[src/hdl/tst_pkg.sv]
// Shared types and constants of the tick task scheduler table.
package tst_pkg;

    // Field widths fixed by the stream payloads.
    localparam int ACT_W      = 3;
    localparam int POS_W      = 5;
    localparam int ID_W       = 8;
    localparam int IN_DELAY_W = 16;
    localparam int OCC_W      = 5;
    localparam int LIMIT_W    = 5;

    // Input tdata layout, lowest bit first.
    localparam int S_TDATA_W   = 56;
    localparam int IN_ACT_LSB  = 0;
    localparam int IN_POS_LSB  = IN_ACT_LSB + ACT_W;
    localparam int IN_ID_LSB   = IN_POS_LSB + POS_W;
    localparam int IN_DLY_LSB  = IN_ID_LSB + ID_W;
    localparam int IN_PER_LSB  = IN_DLY_LSB + IN_DELAY_W;
    localparam int IN_REP_LSB  = IN_PER_LSB + IN_DELAY_W;

    // Output tdata layout, lowest bit first.
    localparam int M_TDATA_W   = 16;
    localparam int OUT_ID_LSB  = 0;
    localparam int OUT_ST_LSB  = OUT_ID_LSB + ID_W;
    localparam int OUT_OCC_LSB = OUT_ST_LSB + 1;

    // Reset value of the table limit register.
    localparam logic [LIMIT_W-1:0] LIMIT_RESET = 5'd16;

    // Result kinds carried on tuser.
    localparam logic KIND_STATUS = 1'b0;
    localparam logic KIND_RUN    = 1'b1;

    // Status codes.
    localparam logic STATUS_OK   = 1'b0;
    localparam logic STATUS_FAIL = 1'b1;

    // Action codes; the two unused codes are handled by default arms.
    typedef enum logic [ACT_W-1:0] {
        ACT_APPEND   = 3'd0,
        ACT_INSERT   = 3'd1,
        ACT_DELETE   = 3'd2,
        ACT_POP      = 3'd3,
        ACT_TICK     = 3'd4,
        ACT_DISPATCH = 3'd5
    } action_t;

    // Decision flags of the entry update unit.
    typedef struct packed {
        logic keep;   // write the entry back to the table
        logic run;    // report the entry as dispatched
    } unit_flags_t;

endpackage

[src/hdl/tick_task_scheduler_table_top.sv]
// Tick task scheduler table: sequencer, task table RAM and run id buffer.
// Append, pop and failed actions go from accept straight to the status item;
// tick and dispatch walk every entry, insert and delete the entries that move,
// one entry per cycle through the shared update unit. Dispatch then emits a
// run notice per dispatched task before the status item; output stalls hold them.
// Reset (aresetn low, synchronous) empties the table and sets the limit to 16.
module tick_task_scheduler_table_top #(
    parameter int MAX_TASKS  = 16,
    parameter int DELAY_BITS = 16
) (
    input  logic                            aclk,
    input  logic                            aresetn,
    // action, position, new_id, new_delay, new_period, new_repeat
    input  logic [tst_pkg::S_TDATA_W-1:0]   s_tdata,
    input  logic                            s_tvalid,
    output logic                            s_tready,
    // run_id, status, occupancy
    output logic [tst_pkg::M_TDATA_W-1:0]   m_tdata,
    // kind
    output logic                            m_tuser,
    output logic                            m_tlast,
    output logic                            m_tvalid,
    input  logic                            m_tready,
    input  logic                            cfg_wr_en,
    input  logic [tst_pkg::LIMIT_W-1:0]     cfg_wr_data
);

    import tst_pkg::*;

    localparam int IW = (MAX_TASKS > 1) ? $clog2(MAX_TASKS) : 1;
    localparam int CW = $clog2(MAX_TASKS + 1);
    localparam int XW = (CW > POS_W) ? CW : POS_W;

    typedef struct packed {
        logic [ID_W-1:0]       id;
        logic [DELAY_BITS-1:0] delay;
        logic [DELAY_BITS-1:0] period;
        logic                  rep;
        logic                  ready;
    } entry_t;

    localparam int EW = $bits(entry_t);

    typedef enum logic [2:0] {
        ST_IDLE,
        ST_WALK,
        ST_EREAD,
        ST_EOUT,
        ST_STAT
    } state_t;

    state_t                state_reg, state_next;
    logic [LIMIT_W-1:0]    limit_reg, limit_next;
    logic [CW-1:0]         count_reg, count_next;
    action_t               op_reg, op_next;
    logic                  fail_reg, fail_next;
    logic [IW-1:0]         pos_reg, pos_next;
    entry_t                new_reg, new_next;
    logic [IW-1:0]         rd_ptr_reg, rd_ptr_next;
    logic [CW-1:0]         wr_ptr_reg, wr_ptr_next;
    logic [CW-1:0]         rem_reg, rem_next;
    logic                  vld_reg, vld_next;
    logic                  dec_reg, dec_next;
    logic [CW-1:0]         nrun_reg, nrun_next;
    logic [CW-1:0]         eptr_reg, eptr_next;
    logic                  m_valid_reg, m_valid_next;
    logic                  m_kind_reg, m_kind_next;
    logic [ID_W-1:0]       m_id_reg, m_id_next;
    logic                  m_status_reg, m_status_next;
    logic [OCC_W-1:0]      m_occ_reg, m_occ_next;
    logic                  m_last_reg, m_last_next;

    // Table and run buffer ports.
    logic                  tbl_wr_en, tbl_rd_en;
    logic [IW-1:0]         tbl_wr_addr;
    entry_t                tbl_wr_data, tbl_rd_data;
    logic                  buf_wr_en, buf_rd_en;
    logic [ID_W-1:0]       buf_rd_data;

    // Update unit results.
    logic [DELAY_BITS-1:0] u_delay;
    logic                  u_ready;
    unit_flags_t           u_flags;

    // Decoded input fields and bounds.
    action_t               in_act;
    logic [XW-1:0]         in_pos, cnt_x, lim_x, ins_pos;
    logic                  out_free;

    assign in_act = action_t'(s_tdata[IN_ACT_LSB +: ACT_W]);
    assign in_pos = XW'(s_tdata[IN_POS_LSB +: POS_W]);
    assign cnt_x  = XW'(count_reg);
    assign lim_x  = (XW'(limit_reg) > XW'(MAX_TASKS)) ? XW'(MAX_TASKS) : XW'(limit_reg);
    assign ins_pos = (in_pos > cnt_x) ? cnt_x : in_pos;
    assign out_free = !m_valid_reg || m_tready;

    tst_ram #(
        .WIDTH (EW),
        .DEPTH (MAX_TASKS),
        .AW    (IW)
    ) u_tbl (
        .aclk    (aclk),
        .wr_en   (tbl_wr_en),
        .wr_addr (tbl_wr_addr),
        .wr_data (tbl_wr_data),
        .rd_en   (tbl_rd_en),
        .rd_addr (rd_ptr_reg),
        .rd_data (tbl_rd_data)
    );

    tst_ram #(
        .WIDTH (ID_W),
        .DEPTH (MAX_TASKS),
        .AW    (IW)
    ) u_runbuf (
        .aclk    (aclk),
        .wr_en   (buf_wr_en),
        .wr_addr (nrun_reg[IW-1:0]),
        .wr_data (tbl_rd_data.id),
        .rd_en   (buf_rd_en),
        .rd_addr (eptr_reg[IW-1:0]),
        .rd_data (buf_rd_data)
    );

    tst_unit #(
        .DELAY_BITS (DELAY_BITS)
    ) u_unit (
        .op        (op_reg),
        .delay_in  (tbl_rd_data.delay),
        .period_in (tbl_rd_data.period),
        .rep_in    (tbl_rd_data.rep),
        .ready_in  (tbl_rd_data.ready),
        .delay_out (u_delay),
        .ready_out (u_ready),
        .flags     (u_flags)
    );

    // Sequencer: decode on accept, walk the table, then emit results.
    always_comb begin
        state_next    = state_reg;
        limit_next    = cfg_wr_en ? cfg_wr_data : limit_reg;
        count_next    = count_reg;
        op_next       = op_reg;
        fail_next     = fail_reg;
        pos_next      = pos_reg;
        new_next      = new_reg;
        rd_ptr_next   = rd_ptr_reg;
        wr_ptr_next   = wr_ptr_reg;
        rem_next      = rem_reg;
        vld_next      = 1'b0;
        dec_next      = dec_reg;
        nrun_next     = nrun_reg;
        eptr_next     = eptr_reg;
        m_valid_next  = m_valid_reg && !m_tready;
        m_kind_next   = m_kind_reg;
        m_id_next     = m_id_reg;
        m_status_next = m_status_reg;
        m_occ_next    = m_occ_reg;
        m_last_next   = m_last_reg;
        tbl_wr_en     = 1'b0;
        tbl_wr_addr   = wr_ptr_reg[IW-1:0];
        tbl_wr_data   = tbl_rd_data;
        tbl_rd_en     = 1'b0;
        buf_wr_en     = 1'b0;
        buf_rd_en     = 1'b0;

        case (state_reg)
            ST_IDLE: begin
                if (s_tvalid) begin
                    op_next      = in_act;
                    fail_next    = STATUS_OK;
                    nrun_next    = '0;
                    new_next.id     = s_tdata[IN_ID_LSB +: ID_W];
                    new_next.delay  = DELAY_BITS'(s_tdata[IN_DLY_LSB +: IN_DELAY_W]);
                    new_next.period = DELAY_BITS'(s_tdata[IN_PER_LSB +: IN_DELAY_W]);
                    new_next.rep    = s_tdata[IN_REP_LSB];
                    new_next.ready  = 1'b0;
                    state_next   = ST_STAT;
                    case (in_act)
                        ACT_APPEND: begin
                            if (cnt_x >= lim_x) begin
                                fail_next = STATUS_FAIL;
                            end else begin
                                tbl_wr_en   = 1'b1;
                                tbl_wr_addr = count_reg[IW-1:0];
                                tbl_wr_data = new_next;
                                count_next  = count_reg + CW'(1);
                            end
                        end
                        ACT_INSERT: begin
                            if (in_pos > lim_x || cnt_x >= lim_x) begin
                                fail_next = STATUS_FAIL;
                            end else begin
                                pos_next    = IW'(ins_pos);
                                rd_ptr_next = IW'(count_reg - CW'(1));
                                wr_ptr_next = count_reg;
                                rem_next    = CW'(cnt_x - ins_pos);
                                dec_next    = 1'b1;
                                state_next  = ST_WALK;
                            end
                        end
                        ACT_DELETE: begin
                            if (in_pos == '0 || in_pos > lim_x || in_pos > cnt_x) begin
                                fail_next = STATUS_FAIL;
                            end else begin
                                rd_ptr_next = IW'(in_pos);
                                wr_ptr_next = CW'(in_pos - XW'(1));
                                rem_next    = CW'(cnt_x - in_pos);
                                dec_next    = 1'b0;
                                state_next  = ST_WALK;
                            end
                        end
                        ACT_POP: begin
                            if (count_reg == '0) begin
                                fail_next = STATUS_FAIL;
                            end else begin
                                count_next = count_reg - CW'(1);
                            end
                        end
                        ACT_TICK, ACT_DISPATCH: begin
                            rd_ptr_next = '0;
                            wr_ptr_next = '0;
                            rem_next    = count_reg;
                            dec_next    = 1'b0;
                            state_next  = ST_WALK;
                        end
                        default: begin
                            fail_next = STATUS_FAIL;
                        end
                    endcase
                end
            end

            ST_WALK: begin
                // Issue the next read.
                if (rem_reg != '0) begin
                    tbl_rd_en   = 1'b1;
                    rd_ptr_next = dec_reg ? rd_ptr_reg - IW'(1) : rd_ptr_reg + IW'(1);
                    rem_next    = rem_reg - CW'(1);
                    vld_next    = 1'b1;
                end
                // Process the entry read in the previous cycle.
                if (vld_reg) begin
                    tbl_wr_data.delay = u_delay;
                    tbl_wr_data.ready = u_ready;
                    if (u_flags.keep) begin
                        tbl_wr_en   = 1'b1;
                        wr_ptr_next = dec_reg ? wr_ptr_reg - CW'(1) : wr_ptr_reg + CW'(1);
                    end
                    if (u_flags.run) begin
                        buf_wr_en = 1'b1;
                        nrun_next = nrun_reg + CW'(1);
                    end
                end else if (rem_reg == '0) begin
                    // Walk finished: settle the count.
                    case (op_reg)
                        ACT_INSERT: begin
                            tbl_wr_en   = 1'b1;
                            tbl_wr_addr = pos_reg;
                            tbl_wr_data = new_reg;
                            count_next  = count_reg + CW'(1);
                        end
                        ACT_DELETE: begin
                            count_next = count_reg - CW'(1);
                        end
                        ACT_DISPATCH: begin
                            count_next = wr_ptr_reg;
                        end
                        default: begin
                            count_next = count_reg;
                        end
                    endcase
                    eptr_next  = '0;
                    state_next = (nrun_reg != '0) ? ST_EREAD : ST_STAT;
                end
            end

            ST_EREAD: begin
                buf_rd_en  = 1'b1;
                state_next = ST_EOUT;
            end

            ST_EOUT: begin
                if (out_free) begin
                    m_valid_next  = 1'b1;
                    m_kind_next   = KIND_RUN;
                    m_id_next     = buf_rd_data;
                    m_status_next = STATUS_OK;
                    m_occ_next    = OCC_W'(count_reg);
                    m_last_next   = 1'b0;
                    eptr_next     = eptr_reg + CW'(1);
                    state_next    = (eptr_reg + CW'(1) == nrun_reg) ? ST_STAT : ST_EREAD;
                end
            end

            ST_STAT: begin
                if (out_free) begin
                    m_valid_next  = 1'b1;
                    m_kind_next   = KIND_STATUS;
                    m_id_next     = '0;
                    m_status_next = fail_reg;
                    m_occ_next    = OCC_W'(count_reg);
                    m_last_next   = 1'b1;
                    state_next    = ST_IDLE;
                end
            end

            default: begin
                state_next = ST_IDLE;
            end
        endcase
    end

    // State and registered outputs.
    always_ff @(posedge aclk) begin
        if (!aresetn) begin
            state_reg   <= ST_IDLE;
            limit_reg   <= LIMIT_RESET;
            count_reg   <= '0;
            vld_reg     <= 1'b0;
            m_valid_reg <= 1'b0;
        end else begin
            state_reg   <= state_next;
            limit_reg   <= limit_next;
            count_reg   <= count_next;
            vld_reg     <= vld_next;
            m_valid_reg <= m_valid_next;
        end
        op_reg       <= op_next;
        fail_reg     <= fail_next;
        pos_reg      <= pos_next;
        new_reg      <= new_next;
        rd_ptr_reg   <= rd_ptr_next;
        wr_ptr_reg   <= wr_ptr_next;
        rem_reg      <= rem_next;
        dec_reg      <= dec_next;
        nrun_reg     <= nrun_next;
        eptr_reg     <= eptr_next;
        m_kind_reg   <= m_kind_next;
        m_id_reg     <= m_id_next;
        m_status_reg <= m_status_next;
        m_occ_reg    <= m_occ_next;
        m_last_reg   <= m_last_next;
    end

    assign s_tready = (state_reg == ST_IDLE);
    assign m_tvalid = m_valid_reg;
    assign m_tuser  = m_kind_reg;
    assign m_tlast  = m_last_reg;
    assign m_tdata  = M_TDATA_W'({m_occ_reg, m_status_reg, m_id_reg});

endmodule

[src/hdl/tst_ram.sv]
// Simple dual-port RAM with one write port and one registered read port.
module tst_ram #(
    parameter int WIDTH = 8,
    parameter int DEPTH = 16,
    parameter int AW    = 4
) (
    input  logic             aclk,
    input  logic             wr_en,
    input  logic [AW-1:0]    wr_addr,
    input  logic [WIDTH-1:0] wr_data,
    input  logic             rd_en,
    input  logic [AW-1:0]    rd_addr,
    output logic [WIDTH-1:0] rd_data
);

    logic [WIDTH-1:0] mem [DEPTH];
    logic [WIDTH-1:0] rd_data_reg;

    // Write and registered read.
    always_ff @(posedge aclk) begin
        if (wr_en) begin
            mem[wr_addr] <= wr_data;
        end
        if (rd_en) begin
            rd_data_reg <= mem[rd_addr];
        end
    end

    assign rd_data = rd_data_reg;

endmodule

[src/hdl/tst_unit.sv]
// Entry update unit shared by every step of a table walk.
module tst_unit #(
    parameter int DELAY_BITS = 16
) (
    input  tst_pkg::action_t       op,
    input  logic [DELAY_BITS-1:0]  delay_in,
    input  logic [DELAY_BITS-1:0]  period_in,
    input  logic                   rep_in,
    input  logic                   ready_in,
    output logic [DELAY_BITS-1:0]  delay_out,
    output logic                   ready_out,
    output tst_pkg::unit_flags_t   flags
);

    import tst_pkg::*;

    // Tick counts down or fires; dispatch reports ready tasks and drops
    // one-shot ones; shifts pass the entry through unchanged.
    always_comb begin
        delay_out  = delay_in;
        ready_out  = ready_in;
        flags.keep = 1'b1;
        flags.run  = 1'b0;
        case (op)
            ACT_TICK: begin
                if (delay_in == '0) begin
                    ready_out = 1'b1;
                    if (rep_in) begin
                        delay_out = period_in;
                    end
                end else begin
                    delay_out = delay_in - DELAY_BITS'(1);
                end
            end
            ACT_DISPATCH: begin
                if (ready_in) begin
                    flags.run  = 1'b1;
                    ready_out  = 1'b0;
                    flags.keep = rep_in;
                end
            end
            default: begin
                delay_out = delay_in;
            end
        endcase
    end

endmodule

[config.mk]
export PLATFORM = sky130hd
export DESIGN_NAME = tick_task_scheduler_table_top
export DESIGN_NICKNAME = d
export VERILOG_FILES = /design/src/hdl/tst_pkg.sv /design/src/hdl/tick_task_scheduler_table_top.sv /design/src/hdl/tst_ram.sv /design/src/hdl/tst_unit.sv
export SDC_FILE = /design/constraint.sdc
export NUM_CORES = 1
export LEC_CHECK = 0
export ABC_AREA = 1
export BUFFER_PORTS_ARGS = -buffer_cell sky130_fd_sc_hd__buf_2
export CAP_MARGIN = 30
export CORE_ASPECT_RATIO = 1.4
export CORE_MARGIN = 8
export CORE_UTILIZATION = 35
export CTS_CLUSTER_DIAMETER = 40
export DETAILED_ROUTE_END_ITERATION = 10
export HOLD_SLACK_MARGIN = 0.12
export SLEW_MARGIN = 20
export SYNTH_ARGS = -nofsm -noshare
export SYNTH_HDL_FRONTEND = slang
export SYNTH_HIERARCHICAL = 1
export SYNTH_SLANG_ARGS = --single-unit
[constraint.sdc]
create_clock -name aclk -period 6.7 [get_ports aclk]
set_input_delay 0 -clock aclk [delete_from_list [all_inputs] [get_ports aclk]]
set_output_delay 0 -clock aclk [all_outputs]
set_load 0.01 [all_outputs]
# After elaboration in Yosys (flattened, before gate mapping)
# Memory sizes are Yosys's and may differ from the RTL's. A register that Yosys moved wholly into a read port is not among the register bits.
# Cells that the tools add are included.
[classes] addsub=13 magnitude_cmp=4 n_eq_ne=32 n_mux=111 bitwise_logic=1 reduce_logical=32
[ops] cell="$mux 42" count=5
[ops] cell="$mux 5" count=23
[ops] cell="$pmux 42 s2" count=1
[ops] cell="$mux 16" count=4
[ops] cell="$pmux 5 s2" count=6
[ops] cell="$pmux 5 s3" count=3
[ops] cell="$mux 4" count=11
[ops] cell="$mux 1" count=30
[ops] cell="$mux 3" count=9
[ops] cell="$mux 8" count=3
[ops] cell="$ne 2x2->1 const B" count=11
[ops] cell="$add 5x1->5 const B" count=4
[ops] cell="$sub 5x1->5 const B" count=4
[ops] cell="$mux 17" count=1
[ops] cell="$logic_not 16->1" count=1
[ops] cell="$pmux 4 s2" count=2
[ops] cell="$pmux 8 s2" count=1
[ops] cell="$sub 16x1->16 const B" count=1
[ops] cell="$eq 3x2->1 const B" count=5
[ops] cell="$eq 3x3->1 const B" count=5
[ops] cell="$logic_not 5->1" count=3
[ops] cell="$pmux 3 s5" count=1
[ops] cell="$ne 3x3->1 const B" count=4
[ops] cell="$pmux 4 s3" count=1
[ops] cell="31 further kinds" count=54
[word_totals] regBits=105 ramBits=800 in_bits=66 output_inout_bits=20 word_cells=218 memories=2
[mem_list] memory="u_tbl.mem" depth=16 word_bits=42 read_ports=1 rd_clocked_by_memory_dff=1 write_ports=1 line_no="tst_ram.sv:16" rtl="logic [WIDTH-1:0] mem [DEPTH];"
[mem_list] memory="u_runbuf.mem" depth=16 word_bits=8 read_ports=1 rd_clocked_by_memory_dff=1 write_ports=1 line_no="tst_ram.sv:16"

# Longest topological paths before layout
# Gate-level depths: netlist of run 1.
[depth] word_depth=9 depth_mapped=18 depth_no_buf=17

# Hierarchy
# The synthesis of run 1 kept the hierarchy.
[by_module_without_submodules] module="tst_ram (u_tbl)" n_inst=1 cells_each=2773 area_per_inst_um2=29897.4 seq_area_each_um2=21440.6
[by_module_without_submodules] module="tick_task_scheduler_table_top" n_inst=1 cells_each=923 area_per_inst_um2=7257.0 seq_area_each_um2=3002.9
[by_module_without_submodules] module="tst_ram (u_runbuf)" n_inst=1 cells_each=552 area_per_inst_um2=5850.6 seq_area_each_um2=4083.9
[by_module_without_submodules] module="tst_unit" n_inst=1 cells_each=233 area_per_inst_um2=1159.9 seq_area_each_um2=0.0

# Worst setup path before layout of run 1
# Ideal clock, no wire load.
[synth_timing] kind="register to register" start="register limit_reg[0]" end="memory u_tbl/mem[10][0] (netlist bit) (enable)" setup_ps=442 t_arrival_ps=4244 required_ps=6258 setup_slack_ps=2015 path_stages_with_launch=15 period_less_slack_ps=4685 path_cell_list="dfxtp_1 o41ai_1 nand2_1 ha_1 nand2_1 nand2_1 nand2_1 nand2_1 nor2_1 nand3_1 inv_1 o21ai_1 a22o_1 nand3b_1 nor2_1"
[synth_rtl] item="start, declared" line_no="tick_task_scheduler_table_top.sv:53" rtl="logic [LIMIT_W-1:0] limit_reg, limit_next;"
[synth_rtl] item="start signal, assigned" line_no="tick_task_scheduler_table_top.sv:324" rtl="limit_reg <= limit_next;"
[synth_rtl] item="$gt 5x5->1" line_no="tick_task_scheduler_table_top.sv:93" rtl="assign lim_x = (XW'(limit_reg) > XW'(MAX_TASKS)) ? XW'(MAX_TASKS) : XW'(limit_reg);"
[synth_rtl] item="$mux 5 (*)" line_no="tick_task_scheduler_table_top.sv:93"
[synth_rtl] item="$ge 5x5->1 (*)" line_no="tick_task_scheduler_table_top.sv:181" rtl="if (cnt_x >= lim_x) begin"
[synth_rtl] item="$mux 4 (*)" line_no="tick_task_scheduler_table_top.sv:181"
[synth_rtl] item="$mux 4 (*)" line_no="tick_task_scheduler_table_top.sv:179" rtl="case (in_act)"
[synth_rtl] item="$mux 4 (*)" line_no="tick_task_scheduler_table_top.sv:169" rtl="if (s_tvalid) begin"
[synth_rtl] item="$pmux 4 s2 (*)" line_no="tick_task_scheduler_table_top.sv:167" rtl="case (state_reg)"
[synth_rtl] item="named net tbl_wr_addr[2]" line_no="tick_task_scheduler_table_top.sv:75" rtl="logic [IW-1:0] tbl_wr_addr;"
[synth_rtl] item="end, declared" line_no="tst_ram.sv:16"
# The timed path passes the listed nets; every way through them passes the cells marked *.

# Worst setup path in the final report of run 1
[layout_timing] start="register limit_reg[0]" end="memory u_tbl/mem[11][4] (netlist bit) (enable)"
# Same word-level chain as after synthesis.

==> results of run 1 <==
## Yosys cell counts (2+ instances only)
master                         n
sky130_fd_sc_hd__xor2_1       20
sky130_fd_sc_hd__ha_1         35
sky130_fd_sc_hd__buf_4         8
sky130_fd_sc_hd__nand4_1      10
sky130_fd_sc_hd__o21bai_2      2
sky130_fd_sc_hd__clkinv_1      2
sky130_fd_sc_hd__o21ai_0     119
sky130_fd_sc_hd__a22oi_1       2
sky130_fd_sc_hd__nand3_2       2
sky130_fd_sc_hd__a31oi_1       5
sky130_fd_sc_hd__edfxtp_1    940
sky130_fd_sc_hd__clkbuf_1     80
sky130_fd_sc_hd__o21a_1        2
sky130_fd_sc_hd__a22o_1        4
sky130_fd_sc_hd__nor2_4       10
sky130_fd_sc_hd__nor2_1      176
sky130_fd_sc_hd__o22ai_1       6
sky130_fd_sc_hd__buf_6         9
sky130_fd_sc_hd__xnor2_1       6
sky130_fd_sc_hd__or2_2         5
sky130_fd_sc_hd__o2111ai_1     2
sky130_fd_sc_hd__o21ai_1       5
sky130_fd_sc_hd__o211ai_1      9
sky130_fd_sc_hd__nor2_2        6
sky130_fd_sc_hd__o221ai_1     38
sky130_fd_sc_hd__nor3_1        7
sky130_fd_sc_hd__nand2_2       7
sky130_fd_sc_hd__nand2_1    1326
sky130_fd_sc_hd__a21oi_1      62
sky130_fd_sc_hd__nand2_4       2
sky130_fd_sc_hd__inv_1       735
sky130_fd_sc_hd__nand3b_1      2
sky130_fd_sc_hd__dfxtp_1      15
sky130_fd_sc_hd__inv_2        14
sky130_fd_sc_hd__buf_2       105
sky130_fd_sc_hd__o211ai_2      3
sky130_fd_sc_hd__mux2i_1       2
sky130_fd_sc_hd__nand3_1     665
sky130_fd_sc_hd__a221oi_1      3
sky130_fd_sc_hd__fa_1          4
sky130_fd_sc_hd__buf_1        14
## timing repair
item / 4_1_cts / 5_1_grt
endpoints found under the hold margin: 458 / 0
endpoints found under the setup margin: 0 / 0
hold buffers: 112 / 0
## power by group
part	total (W)	switching [W]	internal, W
clock network	0.00611	0.00249	0.00363
registers	0.00746	0.000164	0.00729
logic	0.00343	0.00245	0.000981
total	0.0170	0.00510	0.0119
## metrics by stage
step	instance area [sq um]	cells	worst slack [ns]
floorplan	44170	4482	2.015
global placement	46370	6048	1.543
detailed placement	46570	6072	1.569
CTS	51410	6379	1.547
global route	51520	6387	1.229
finish	51530	6391	1.503
## layout make-up
class | count | area (sq um) | area share
flip-flops and latches | 955 | 28530 | 0.5536
diodes | 6 | 15.01 | 0.0002914
inverters | 752 | 2840 | 0.05512
clock inverters | 81 | 1016 | 0.01972
repair buffers | 286 | 2427 | 0.04710
well taps | 1638 | 2049 | 0.03977
multi-input cells | 2559 | 11950 | 0.2319
clock buffers | 114 | 2704 | 0.05247
## worst paths after layout
check,endpoint,cells after the start,startpoint
max,u_tbl/mem[11][4],16,limit_reg[0]
min,new_reg[11],2,s_tdata[41]
min reg2reg,m_id_reg[2],2,u_runbuf/rd_data[2]
max reg2reg,u_tbl/mem[11][4],16,limit_reg[0]
## worst register-to-register path: stages, from the launching register on
cell,delay [ns]
sky130_fd_sc_hd__dfxtp_1,0.31
sky130_fd_sc_hd__o41ai_1,0.53
sky130_fd_sc_hd__nand2_1,0.17
sky130_fd_sc_hd__ha_1,0.34
sky130_fd_sc_hd__nand2_1,0.08
sky130_fd_sc_hd__nand2_1,0.05
sky130_fd_sc_hd__nand2_1,0.06
sky130_fd_sc_hd__nand2_1,0.08
sky130_fd_sc_hd__nor2_1,0.22
sky130_fd_sc_hd__nand3_2,0.11
sky130_fd_sc_hd__inv_1,0.07
sky130_fd_sc_hd__buf_4,0.43
sky130_fd_sc_hd__o21ai_1,0.40
sky130_fd_sc_hd__a22o_1,0.41
sky130_fd_sc_hd__nand3b_1,0.40
sky130_fd_sc_hd__nor2_4,0.87
sky130_fd_sc_hd__buf_12,0.33
## routing by layer
layer  vias to the layer above  GRT usage  share of wire  routed length, um
met3                       252    0.02537          0.066               8013
met2                      1133     0.3029           0.50              61360
met1                     15125     0.2157           0.40              48490
met4                         4    0.05992          0.030               3691
met5                         -          0        0.00018                 22
li1                      15070          -              -                  -
## cells by family after synthesis
family,share of synthesized area
flops,0.6459
buf+inv,0.08751
xor+xnor,0.005156
compound gates,0.03663
fa+ha+maj,0.01173
mux,0.0004533
other cells,0.00008491
simple gates,0.2125
==> metrics list, run 1 <==
- GR Overflow Total: 0
- Final total negative setup slack: 0 ns
- The count of buffers added on input and output ports is 76.
* Number of buffers and inverters on the critical path: 3
* Reg2reg setup slack: roughly 1.5 ns
* Clock root buffer master: sky130_fd_sc_hd__clkbuf_16
* Run status: finished, final reports clean
- In this run, synthesis produced a sequential element count of roughly 960.
- Broken down by cell family, the worst path's largest delay share belongs to simple AND/OR/NAND/NOR gates.
* Portion of the post-synthesis area used by sequential elements: 0.6459
* Synthesized area divided by synthesized cell count: approximately 9.9 sq um
* CORE AREA: between 0.1 and 0.15 sq mm
* Worst Hold Class: in -> reg
* Syn Inst Count: 4481
* Period utilisation layout: 0.7757
- The layout has 11941 filler cells.
- The die covers roughly 0.14 sq mm.
- Entering global routing, the biggest net connects approximately 170 pins.
- The first global-routing pass estimated 183.3 mm of wire.
- Clock tree synthesis found a total of about 960 sinks.
- Across every metal layer, demand over resource in global routing totals 0.1726.
- Compared with the post-synthesis result, the final layout area differs by 16.68%.
- Required @ worst endpoint: just over 7 ns
* Area share of the largest cell type after synthesis: 0.6391
- Source-to-sink clock delay at the later pin of the worst-skew pair: around 0.7 ns
- Counting distinct cell types in the post-synthesis netlist gives 53.
* Routed via count: roughly 32000
- By instance count, the cell type seen most on the critical path is sky130_fd_sc_hd__nand2_1.
- Max-Slew Margin vs Limit: 0.2741
* Number of global-route vias before repair: 30308
- Once detailed placement completed, the half-perimeter wirelength came to 68.87 mm.
* Transition at the pin with the smallest max-transition slack: around 1.1 ns
- Die width: 316.2 um
- NumNets Final: 4764
* Number of ports placed on the die boundary: 86
- The largest total area in the synthesized netlist belongs to sky130_fd_sc_hd__edfxtp_1.
* Initial core utilization: 0.3515
* Flip-flop cell with the highest count after synthesis: sky130_fd_sc_hd__edfxtp_1
- In this run the worst path has a maximum fanout of 32.
- The first detailed-routing pass ran for 6 iterations.
* Antenna violations before repair: 8
- Wire length reported by the detailed router: roughly 120 mm
* Biggest cell delay along the critical path: around 0.87 ns
* Routed wirelength normalized by instance count: 19.02 um
- For this design the static power due to leakage is 21.43 nW.
- After clock tree synthesis, the clock-pin slew on the worst setup and hold paths is about 0.06 ns.
- Final Setup Violations: 0
- The number of endpoints with negative hold slack in the final report was 0.
* DRC viols: 0
- CTS resizes: 0
- For the final database, setup skew stands at around 0.027 ns.
- Iter 0 DRT Violations: about 2700
- Walking the worst path, the cells encountered are o41ai_1, nand2_1, ha_1, nand2_1, nand2_1, nand2_1, nand2_1, nor2_1, nand3_2, inv_1, buf_4, o21ai_1, a22o_1, nand3b_1, nor2_4, buf_12.
- After synthesis the cells add up to about 0.044 sq mm.
- Among all stages on the critical path, the largest delay is contributed by sky130_fd_sc_hd__nor2_4.
* Path type of the worst setup path: reg -> reg
- Final Critical Period: roughly 5.2 ns
* Inserted Clock Buffers: roughly 110
* Number of post-CTS setup repair buffers: 0
- Yosys mapped a number of flops with a built-in enable equal to between 900 and 1000.
- Based on the critical path, the design can be clocked at up to roughly 190 MHz.
- Data on the critical path arrives at its endpoint at roughly 5.6 ns.
- After layout, the design draws a total of roughly 0.017 W.
- TritonCTS built the clock tree.
* Die height: between 400 and 500 um
- Yosys printed 6 warnings.
- In the final layout, the share of cells above drive strength 1 is 0.09100.
- Maximum Capacitance Violations: 0
- For this design the ratio of total power to cell area is between 300 and 400 mW/mm^2.
* Number of standard-cell rows in the floorplan: between 150 and 200
- In this run the remaining antenna-violating nets after routing total 0.
- Synth async-reset ratio: 0
- Setup repair after global routing left no endpoint under its margin.
- Vias per cell: roughly 4.9
- Across the VDD grid, the largest voltage drop is around 200 uV.
- Crit end category: register
- Max clock buf depth: 3
- Final Wtd Congestion: between 0.8 and 0.9
- Across all hold checks on the routed design, the worst slack comes to 0.1570 ns.
- Measured on the finished design, the core utilization comes to 0.4102.
* Kind of start point of the critical path: register
- The register with the most flip-flops in the layout has 672 of them.
- Level count of the clock H-tree: 3
- Final number of max-transition violations: 0
- Most common library cell in the layout ignoring fill and taps: sky130_fd_sc_hd__nand2_1
* Most frequent cells in the layout: sky130_fd_sc_hd__nand2_1, sky130_fd_sc_hd__edfxtp_1, sky130_fd_sc_hd__inv_1
* Cell types occupying the most area after synthesis: sky130_fd_sc_hd__edfxtp_1, sky130_fd_sc_hd__nand2_1, sky130_fd_sc_hd__nand3_1
No activity file was read; power rests on OpenSTA's default activity.
==> run 2, diff against run 1 <==
--- a/config.mk
+++ b/config.mk
@@ -5,7 +5,7 @@
 export SDC_FILE = /design/constraint.sdc
 export NUM_CORES = 1
 export LEC_CHECK = 0
-export ABC_AREA = 1
+export ABC_AREA = 0
 export BUFFER_PORTS_ARGS = -buffer_cell sky130_fd_sc_hd__buf_2
 export CAP_MARGIN = 30
 export CORE_ASPECT_RATIO = 1.4
==> constraint.sdc (replaced) <==
create_clock -name aclk -period 5.35 [get_ports aclk]
set_input_delay 0 -clock aclk [delete_from_list [all_inputs] [get_ports aclk]]
set_output_delay 0 -clock aclk [all_outputs]
set_load 0.01 [all_outputs]
==> metrics list, run 2 <==
* Max clock buf depth: 3
- In the global route stage, overall resource usage came out at 0.1451.
- Metal-1 WL: about 37 mm
- Initial core utilization: 0.3509
* R2R cell count: 12
- Power per Cell Area: between 300 and 400 mW/mm^2
- At the end of the flow, the number of nets in the layout was roughly 2400.
- The register with the most flip-flops in the layout has around 670 of them.
- Most frequent cell on the critical path: sky130_fd_sc_hd__inv_1
- After detailed routing, the total wire length is 91.75 mm.
* Area of the mapped netlist: just under 0.04 sq mm
- After clock tree synthesis, the setup repair step added 0 buffers.
* Kind of cell adding the most delay to the critical path: compound AO/OA/AOI/OAI gates
- Die width: 298.0 um
* Depth of the worst hold-timing path: 2
* Most frequent cells after synthesis: sky130_fd_sc_hd__edfxtp_1, sky130_fd_sc_hd__mux4_2, sky130_fd_sc_hd__a22oi_1
- Across the run, the number of max-cap violations was 0.
* Synth async-reset ratio: 0
- Entering global routing, the biggest net connects 146 pins.
* DRC viols: 0
* Length of the first detailed-routing pass in iterations: 5
- The routed design could run at a clock period as short as ~4.7 ns.
* Hold violation total from the final report: 0
- RSZ-0062 raised after global routing: no
- In this run the most critical hold path is launched from s_tdata[48].
* Top Metal Used: met4
* Transition at the pin with the smallest max-transition slack: approximately 1.1 ns
- In the final routed layout, each cell accounts on average for 23.69 um.
* Number of enable flip-flop cells after synthesis: 940
- The synthesized netlist contains between 70 and 80 unique library cells.
* Launch point of the worst reg-to-reg path: limit_reg[4]
- Inserted Clock Buffers: between 100 and 150
- Walking the worst path, the cells encountered are inv_1, nand2_1, ha_1, a211oi_1, o21ai_0, a2111oi_0, o21ai_4, a222oi_1, inv_1, nand3b_1, nor2_4, buf_12.
* Syn Inst Count: ~2100
- TritonCTS built the clock tree.
* CTS resizes: 0
* Final total negative setup slack: 0 ns
- For this run, the slowest stage of the critical path takes 0.74 ns.
- Dividing the detail-routed via count by the number of cells gives about 5.3.
* Crit-path slowest cell: sky130_fd_sc_hd__a2111oi_0
- Area share of the largest cell type after synthesis: 0.7245
- Wire length on met2: between 40 and 50 mm
- Number of buffers and inverters on the critical path: 3
- Required @ worst endpoint: 5.71 ns
* GR Overflow Total: 0
* Final Setup Violations: 0
- Source-to-sink clock delay at the later pin of the worst-skew pair: about 0.67 ns
* Highest attainable clock frequency: 213.6 MHz
- Number of global-route vias before repair: 21341
- The first global-routing pass estimated ~140 mm of wire.
* Maximum net fanout on the critical path: 17
- Most common library cell in the layout ignoring fill and taps: sky130_fd_sc_hd__edfxtp_1
* Die height: about 400 um
- Amount of wire on met3 after detailed routing: roughly 5.0 mm
* Endpoint with the worst hold slack: new_reg[1]
- Clock transition at the register clock pins on the worst setup and hold paths after CTS: around 0.06 ns
- Run status: finished, final reports clean
* Final Wtd Congestion: roughly 0.85
- The initial antenna violation count came to 1.
* Level count of the clock H-tree: 3
* Layout cells sized above 1: 0.2218
* Clock root buffer master: sky130_fd_sc_hd__clkbuf_16
- Critical Path Start: limit_reg[4]
- In this run the worst hold path is classified as in -> reg.
- By area the synthesized netlist is led by sky130_fd_sc_hd__edfxtp_1, sky130_fd_sc_hd__mux4_2, sky130_fd_sc_hd__a22oi_1.
- Reg2reg setup slack: 0.67 ns
- Final number of max-transition violations: 0
* Leading area contributor after synthesis: sky130_fd_sc_hd__edfxtp_1
* Crit end category: register
- Leak pwr: ~15 nW
- From synthesis to final layout, the design area changed by 17.89%.
- Total clock sinks: approximately 960
- In this run the tightest slew margin relative to its limit is 0.2407.
- Most frequent cells in the layout: sky130_fd_sc_hd__edfxtp_1, sky130_fd_sc_hd__mux4_2, sky130_fd_sc_hd__a22oi_1
- Portion of the post-synthesis area used by sequential elements: 0.7322
- In the finished design, the share of the clock period the worst path needs comes to 0.8753.
- Counting flops and latches in the post-synthesis netlist gives 955.
- Data arrives at the worst endpoint at 5.04 ns.
* Util after Layout: 0.4137
* Flip-flop cell with the highest count after synthesis: sky130_fd_sc_hd__edfxtp_1
- Summed over all nets, the half-perimeter wirelength after detailed placement is 54.01 mm.
* Path type of the worst setup path: reg -> reg
- Number of ports placed on the die boundary: 86
- Across all layers, the routed design uses between 20000 and 25000 vias.
- The detailed router finished its first iteration with around 1900 violations.
- RR Endpoint: u_tbl/mem[7][15]
- Area enclosed by the die boundary: between 0.1 and 0.15 sq mm
- A synthesized cell averages around 19 sq um.
* Maximum resistive drop on vdd: ~260 uV
* Number of input and output port buffers inserted: 76
* Kind of start point of the critical path: register
* Number of buffers inserted by hold repair at cts: 94
- Worst Skew: 0.02482 ns
* Final antenna-violating net count: 0
- Number of standard-cell rows in the floorplan: between 100 and 150
- Leading cell type by number of instances after synthesis: sky130_fd_sc_hd__edfxtp_1
- CORE AREA: around 0.11 sq mm
* Synth warn: 6
[run 2: area by class of cell]
| type | count | area [sq um] |
|---|---|---|
| Multi-Input combinational cell | 952 | 9714 |
| Inverter | 66 | 247.7 |
| Clock inverter | 72 | 909.6 |
| Sequential cell | 955 | 28530 |
| Antenna cell | 4 | 10.01 |
| Timing Repair Buffer | 228 | 1914 |
| Fill cell | 9805 | 65100 |
| Clock buffer | 126 | 2770 |
| Tap cell | 1470 | 1839 |
[run 2: cell families after synthesis]
logic type,after synthesis,share of synthesized area
XOR/XNOR,34,0.007643
flip-flops,955,0.7322
AND/OR/NAND/NOR,331,0.04162
other,1,0.00009625
AO/OA/AOI/OAI,333,0.06131
buffers and inverters,187,0.02348
multiplexers,213,0.1204
adder cells (fa/ha/maj),39,0.01330
[run 2: worst max path at each step]
| stage | end | slack (ns) | cells past startpoint |
|---|---|---|---|
| after floorplan | u_tbl/mem[7][0] | 0.17 | 11 |
| after global placement | u_tbl/mem[7][35] | 0.60 | 12 |
| after detailed placement | u_tbl/mem[5][4] | 0.71 | 12 |
| after CTS | u_tbl/mem[5][11] | 0.69 | 12 |
| after global routing | u_tbl/mem[6][11] | 0.42 | 12 |
| final | u_tbl/mem[7][15] | 0.67 | 12 |
[run 2: metal layers]
layer / up-vias / track usage
li1: 9041 / -
met1: 10690 / 0.1783
met2: 687 / 0.2552
met3: 175 / 0.02618
met4: 0 / 0.05217
met5: - / 0
[run 2: metrics by stage]
step / hold slack, ns / instances / instance area (sq um) / total power [W] / setup slack [ns]
2_1_floorplan: 0.09864 / 2094 / 39000 / 0.009770 / 0.1731
3_3_place_gp: 0.2102 / 3574 / 41260 / 0.01023 / 0.5950
3_5_place_dp: 0.2098 / 3575 / 41290 / 0.01026 / 0.7123
4_1_cts: 0.1211 / 3867 / 45910 / 0.01783 / 0.6900
5_1_grt: 0.1385 / 3869 / 45920 / 0.01821 / 0.4236
6_report: 0.1469 / 3873 / 45930 / 0.01767 / 0.6674
[run 2: worst reg2reg max path, stage by stage (launching register included)]
cell,delay (ns)
sky130_fd_sc_hd__dfxtp_1,0.31
sky130_fd_sc_hd__inv_1,0.17
sky130_fd_sc_hd__nand2_1,0.13
sky130_fd_sc_hd__ha_1,0.32
sky130_fd_sc_hd__a211oi_1,0.28
sky130_fd_sc_hd__o21ai_0,0.25
sky130_fd_sc_hd__a2111oi_0,0.74
sky130_fd_sc_hd__o21ai_4,0.32
sky130_fd_sc_hd__a222oi_1,0.43
sky130_fd_sc_hd__inv_1,0.14
sky130_fd_sc_hd__nand3b_1,0.44
sky130_fd_sc_hd__nor2_4,0.58
sky130_fd_sc_hd__buf_12,0.25
[run 2: report_power, final]
group	switching [W]	internal (W)	total, W
Sequential	0.0000977	0.00845	0.00855
Combinational	0.000949	0.000652	0.00160
Clock	0.00296	0.00455	0.00752
Total	0.00401	0.0137	0.0177
